`src/sv/tgbc_pkg.sv`:
```
// shared constants, command/status types and helpers for the tile grid box collision block
// no dependencies
package tgbc_pkg;

   localparam int TILE_PIXELS   = 8;
   localparam int LEVEL_COLUMNS = 32;
   localparam int MAP_CELLS     = 1024;

   localparam int TILE_SHIFT = $clog2(TILE_PIXELS);
   localparam int ADDR_W     = $clog2(MAP_CELLS);
   localparam int IN_PIX_W   = 12;
   localparam int PIX_W      = IN_PIX_W + 1;
   localparam int TILE_W     = PIX_W - TILE_SHIFT;
   localparam int DIM_W      = 7;
   localparam int CODE_W     = 8;
   localparam int SIZE_W     = 9;
   localparam int INDEX_W    = 10;
   localparam int CELLS_W    = 2 * DIM_W;
   localparam int PROD_W     = TILE_W + DIM_W + 1;
   localparam int IDX_W      = PROD_W + 1;
   localparam int SPAN_W     = PIX_W + 3;
   localparam int SWEEP_W    = 11;
   localparam int CSR_IDX_W  = 2;

   localparam logic [CSR_IDX_W-1:0] CSR_MAP_WIDTH   = 2'd0;
   localparam logic [CSR_IDX_W-1:0] CSR_MAP_HEIGHT  = 2'd1;
   localparam logic [CSR_IDX_W-1:0] CSR_SOLID_FIRST = 2'd2;
   localparam logic [CSR_IDX_W-1:0] CSR_SOLID_LAST  = 2'd3;

   localparam logic REQ_WRITE = 1'b0;
   localparam logic REQ_QUERY = 1'b1;

   // scan phases of a query
   localparam logic [2:0] PH_LEFT   = 3'd0;
   localparam logic [2:0] PH_RIGHT  = 3'd1;
   localparam logic [2:0] PH_GROUND = 3'd2;
   localparam logic [2:0] PH_FALL   = 3'd3;
   localparam logic [2:0] PH_LSPAN  = 3'd4;
   localparam logic [2:0] PH_RSPAN  = 3'd5;

   localparam logic [3:0] CMD_NONE    = 4'd0;
   localparam logic [3:0] CMD_WRITE   = 4'd1;
   localparam logic [3:0] CMD_CAPTURE = 4'd2;
   localparam logic [3:0] CMD_PREP    = 4'd3;
   localparam logic [3:0] CMD_SETUP   = 4'd4;
   localparam logic [3:0] CMD_READ    = 4'd5;
   localparam logic [3:0] CMD_INNER   = 4'd6;
   localparam logic [3:0] CMD_OUTER   = 4'd7;
   localparam logic [3:0] CMD_RECORD  = 4'd8;
   localparam logic [3:0] CMD_EMIT    = 4'd9;

   typedef struct packed {
      logic [3:0] op;
      logic [2:0] ph;
      logic       hit;
   } cmd_type;

   typedef struct packed {
      logic empty;   // inner range holds no tile
      logic oor;     // sweep column left the level
      logic last;    // inner scan at its last tile
      logic hit;     // tile just read is solid
   } status_type;

   // pixel to tile, truncating toward zero
   function automatic logic signed [TILE_W-1:0] tile_of(input logic signed [PIX_W-1:0] pix);
      logic signed [PIX_W-1:0] adj;
      adj = pix[PIX_W-1] ? pix + PIX_W'(TILE_PIXELS - 1) : pix;
      return TILE_W'(adj >>> TILE_SHIFT);
   endfunction

   function automatic logic [SWEEP_W-1:0] clamp_span(input logic signed [SPAN_W-1:0] v);
      logic signed [SPAN_W-1:0] top;
      top = SPAN_W'((1 << SWEEP_W) - 1);
      if (v < 0) return '0;
      else if (v > top) return '1;
      else return v[SWEEP_W-1:0];
   endfunction

endpackage

```
`src/sv/tgbc_ctrl.sv`:
```
// controller state machine: sequences writes and the six scan phases of a query
// depends on tgbc_pkg
module tgbc_ctrl (
   input  logic                clock,
   input  logic                reset,
   input  logic                start,
   input  logic                req_type,
   output logic                busy,
   output logic                rsp_valid,
   output tgbc_pkg::cmd_type    cmd,
   input  tgbc_pkg::status_type st
);
   import tgbc_pkg::*;

   localparam logic [2:0] S_IDLE  = 3'd0;
   localparam logic [2:0] S_PREP  = 3'd1;
   localparam logic [2:0] S_SETUP = 3'd2;
   localparam logic [2:0] S_TEST  = 3'd3;
   localparam logic [2:0] S_ADDR  = 3'd4;
   localparam logic [2:0] S_CHECK = 3'd5;
   localparam logic [2:0] S_DONE  = 3'd6;

   logic [2:0] state_ff, state_in;
   logic [2:0] ph_ff, ph_in;
   logic       valid_ff, valid_in;
   logic       sweep;

   assign sweep     = (ph_ff == PH_LSPAN) || (ph_ff == PH_RSPAN);
   assign busy      = (state_ff != S_IDLE);
   assign rsp_valid = valid_ff;

   always_comb begin
      state_in = state_ff;
      ph_in    = ph_ff;
      valid_in = 1'b0;
      cmd.op   = CMD_NONE;
      cmd.ph   = ph_ff;
      cmd.hit  = 1'b0;
      case (state_ff)
         S_IDLE: begin
            if (start) begin
               if (req_type == REQ_WRITE) begin
                  cmd.op = CMD_WRITE;
               end else begin
                  cmd.op   = CMD_CAPTURE;
                  state_in = S_PREP;
               end
            end
         end
         S_PREP: begin
            cmd.op   = CMD_PREP;
            ph_in    = PH_LEFT;
            state_in = S_SETUP;
         end
         S_SETUP: begin
            cmd.op   = CMD_SETUP;
            state_in = S_TEST;
         end
         S_TEST: begin
            if (st.oor) begin
               cmd.op = CMD_RECORD;
            end else if (st.empty) begin
               if (sweep) cmd.op = CMD_OUTER;
               else cmd.op = CMD_RECORD;
            end else begin
               state_in = S_ADDR;
            end
         end
         S_ADDR: begin
            cmd.op   = CMD_READ;
            state_in = S_CHECK;
         end
         S_CHECK: begin
            if (st.hit) begin
               cmd.op  = CMD_RECORD;
               cmd.hit = 1'b1;
            end else if (st.last) begin
               if (sweep) begin
                  cmd.op   = CMD_OUTER;
                  state_in = S_TEST;
               end else begin
                  cmd.op = CMD_RECORD;
               end
            end else begin
               cmd.op   = CMD_INNER;
               state_in = S_ADDR;
            end
         end
         S_DONE: begin
            cmd.op   = CMD_EMIT;
            valid_in = 1'b1;
            state_in = S_IDLE;
         end
         default: begin
            state_in = S_IDLE;
         end
      endcase
      // a recorded phase moves on to the next one, and the last phase moves on to S_DONE
      if (cmd.op == CMD_RECORD) begin
         if (ph_ff == PH_RSPAN) begin
            state_in = S_DONE;
         end else begin
            ph_in    = ph_ff + 3'd1;
            state_in = S_SETUP;
         end
      end
   end

   always_ff @(posedge clock) begin
      if (reset) begin
         state_ff <= S_IDLE;
         ph_ff    <= PH_LEFT;
         valid_ff <= 1'b0;
      end else begin
         state_ff <= state_in;
         ph_ff    <= ph_in;
         valid_ff <= valid_in;
      end
   end

endmodule

```
`config.mk`:
```
export PLATFORM = sky130hd
export DESIGN_NAME = tgbc_ctrl
export DESIGN_NICKNAME = d
export VERILOG_FILES = /design/src/sv/tgbc_pkg.sv /design/src/sv/tgbc_ctrl.sv
export SDC_FILE = /design/constraint.sdc
export NUM_CORES = 1
export LEC_CHECK = 0
export ABC_CLOCK_PERIOD_IN_PS = 4500
export BUFFER_PORTS_ARGS = -buffer_cell sky130_fd_sc_hd__buf_2
export CORE_AREA = 5 5 42 44
export CTS_CLUSTER_SIZE = 20
export DETAILED_ROUTE_END_ITERATION = 6
export DIE_AREA = 0 0 47 49
export GPL_TIMING_DRIVEN = 0
export PLACE_DENSITY = 0.79
export SETUP_SLACK_MARGIN = 0.5
export SLEW_MARGIN = 0
export SYNTH_ARGS = -nofsm -noshare
export SYNTH_HDL_FRONTEND = slang
export SYNTH_SLANG_ARGS = --single-unit
```
`constraint.sdc`:
```
create_clock -name clock -period 4.5 [get_ports clock]
set_input_delay 0.9 -clock clock [delete_from_list [all_inputs] [get_ports clock]]
set_output_delay 0.9 -clock clock [all_outputs]
set_load 0.02 [all_outputs]
```
==> flow_summary.ini <==
[global_route]
grt_max_degree = 11
grt_overflow = 0
grt_usage_pct = 13.58
grt_pass1_wl_um = 2435
grt_pass1_vias = 610
grt_antenna_before_repair = 0

[setup_path]
r2r-start = ph_ff[1]
r2r_cells = 7
path_delay_family = compound AO/OA/AOI/OAI gates
crit_path_max_fanout = 6
r2r_end = ph_ff[1]
cp-start-kind = register
cp-end-kind = output pin
r2r_slack_ns = 2.62
slowest_delay_ns = 0.37
crit_arrival_ns = 1.88
cp_num_buf_inv = 2
crit_chain = inv_1 -> ha_1 -> o21ai_1 -> a21oi_1 -> o21ba_1 -> o21ai_1 -> o31ai_1 -> buf_2
crit_top_cell = o21ai_1
crit_slowest_cell = dfxtp_1
cp-startpoint = ph_ff[1]
worst-setup-path-type = register to output pin
crit_required_ns = 3.60

[outcome]
run_status = complete, no violations

[timing]
relSlewSlack_pct = 74.37
worstMarginPinSlew_ns = 0.3845
hold_viol_final = 0
setup_viol = 0
finalSetupTns_ns = 0
finClkSkew_ns = 0.003084
rsz0062_at_grt = no
slew_violations = 0
finalCritPeriodShare_pct = 61.85
max_freq_mhz = 359.3
period_minus_slack_ns = 2.783

[die]
die-area_um2 = 2303
die_w_um = 47
die_h_um = 49
ios = 18
start_util_pct = 44.73
rows = 14
core_area_um2 = 1401

[clock_network]
clkSlewWorstSetupHoldPaths_ns = 0.05
cts_buffer_depth = 2
cts.sinks = 7
tritoncts = done
postCtsSetupBuffers = 0
cts_buffers = 3
hold_buffers = 0
cts_root_buf = clkbuf_4
clock_latency_ns = 0.25
cts_max_level = 1
cts_resized = 0

[yosys]
synth-edff-count = 0
netlist_area_um2 = 626.9
postSynthCellCount = 82
syn_avg_cell_area_um2 = 7.645
synthFlopType = dfxtp_1
yosys_register_bits = 7
synth_cell_types = 37
async_reset_ff_share_pct = 0
ys_seq_area_share_pct = 22.36
ys.warnings.count = 0
syn_nets = 93

[route]
antenna_left = 0
vias_per_cell = 5.619
routed_wirelength_um = 1506
route.detailed.drc = 0
drt_iter0_drc = 12
vias = 663
wl_per_cell_um = 12.76
dr.pass1.iters = 4

[cells_and_area]
fill_cells = 145
nNetsFinal = 114
final_cell_area_um2 = 753.2
antennaDiodeCount = 0
regArea_um2 = 140.1
multi_input_area_um2 = 436.7
syn2layout_area_growth_pct = 20.16
drive_gt1_share_pct = 29.41

[pwr]
cellLeakagePower_nw = 0.3261
p_per_area_nw_per_um2 = 307.6
ir_drop_mv = 0.1988

[flow_run]
maxCapViolations = 0

[min_path]
hold_start = ph_ff[1]
hold_path_class = register to register
min_to = ph_ff[1]
holdPathStages = 2

[placed_design]
port_buffers = 16
dpl-instance-area_um2 = 726.9
dp_hpwl_um = 1133
place.gp.congestion = 0.7783
-- state kept, by name, summed over array words and instances, names as in the netlist --
register / cells
ph_ff: 3
state_ff: 3
rsp_valid: 1
-- cell type report --
cell class	instances	share of cell area, %
timing repair buffer	16	10.63
multi-input combinational	65	57.97
clock buffer	4	3.488
sequential	7	18.60
inverter	5	2.492
buffer	5	4.153
tap	16	2.658
-- layout by cell type, fill, tap and decap left out, types with 2 or more instances in the layout --
| master | Yosys | final |
|---|---|---|
| o21ai_0 | 6 | 6 |
| nand2b_1 | 2 | 2 |
| inv_2 | 2 | 2 |
| a21oi_1 | 5 | 5 |
| o22ai_1 | 2 | 2 |
| clkbuf_4 | 0 | 3 |
| clkbuf_1 | 2 | 3 |
| nor2_1 | 4 | 4 |
| mux2i_1 | 3 | 3 |
| o21ai_1 | 4 | 4 |
| ha_1 | 3 | 3 |
| nand2_1 | 10 | 10 |
| o31ai_1 | 2 | 2 |
| nand3b_1 | 3 | 3 |
| nor3_1 | 2 | 2 |
| inv_1 | 3 | 3 |
| nand4b_1 | 2 | 2 |
| dfxtp_1 | 7 | 7 |
| buf_2 | 0 | 16 |
-- cells by family (layout without fill, tap and decap cells) --
logic type | after synthesis | in the layout | synth area share [%]
muxes | 3 | 3 | 4.791
AOI/OAI and AO/OA | 31 | 31 | 34.53
buffers and inverters | 10 | 30 | 7.984
adders and majority gates | 3 | 3 | 5.989
DFF | 7 | 7 | 22.35
xor gates and xnor gates | 1 | 1 | 1.397
and+or+nand+nor | 27 | 27 | 22.96
-- power breakdown --
| part | internal [W] | total (W) | switching (W) | leakage, nW |
|---|---|---|---|---|
| Sequential | 0.0000668 | 0.0000715 | 0.00000471 | 0.0569 |
| Combinational | 0.0000407 | 0.000103 | 0.0000622 | 0.254 |
| Clock | 0.0000338 | 0.0000572 | 0.0000234 | 0.0150 |
-- stage by stage --
| step | setup slack (ns) | instances | power, W | hold WS (ns) | utilization [%] |
|---|---|---|---|---|---|
| after floorplan | 1.974 | 82 | 0.0001488 | 0.5298 | - |
| after global placement | 1.826 | 114 | 0.0001723 | 0.4885 | 51.88 |
| after detailed placement | 1.812 | 114 | 0.0001743 | 0.4989 | 51.88 |
| after CTS | 1.705 | 118 | 0.0002335 | 0.5075 | 53.75 |
| after global routing | 1.567 | 118 | 0.0002489 | 0.5554 | 53.75 |
| final | 1.717 | 118 | 0.0002317 | 0.5005 | 53.75 |
-- Yosys cell counts, types with 2 or more instances --
library cell | n | area share [%]
a21oi_1 | 5 | 4.0
clkbuf_1 | 2 | 1.2
dfxtp_1 | 7 | 22
ha_1 | 3 | 6.0
inv_1 | 3 | 1.8
inv_2 | 2 | 1.2
mux2i_1 | 3 | 4.8
nand2_1 | 10 | 6.0
nand2b_1 | 2 | 2.0
nand3b_1 | 3 | 3.6
nand4b_1 | 2 | 2.8
nor2_1 | 4 | 2.4
nor3_1 | 2 | 1.6
o21ai_0 | 6 | 4.8
o21ai_1 | 4 | 3.2
o22ai_1 | 2 | 2.0
o31ai_1 | 2 | 2.4
-- layer usage --
metal	vias to the layer above	track usage (%)	share of wire (%)
met5	-	0	0
met4	0	1.382	0
met3	0	4.797	7.2
met2	24	22.17	48
met1	301	17.32	44
li1	338	-	-
-- worst min-delay path: cells and delay by family, from the launching register on --
kind | cells | cell delay (ns)
mux | 1 | 0.05
simple gates | 1 | 0.06
flops | 1 | 0.33
-- worst max-delay path by stage --
stage / end / slack, ns / cells after the start
floorplan: cmd[6] / 1.97 / 4
CTS: cmd[5] / 1.70 / 8
global placement: cmd[4] / 1.83 / 6
detailed placement: cmd[6] / 1.81 / 6
global route: cmd[5] / 1.57 / 8
finish: cmd[5] / 1.72 / 8
(Power assumes the default switching activity.)
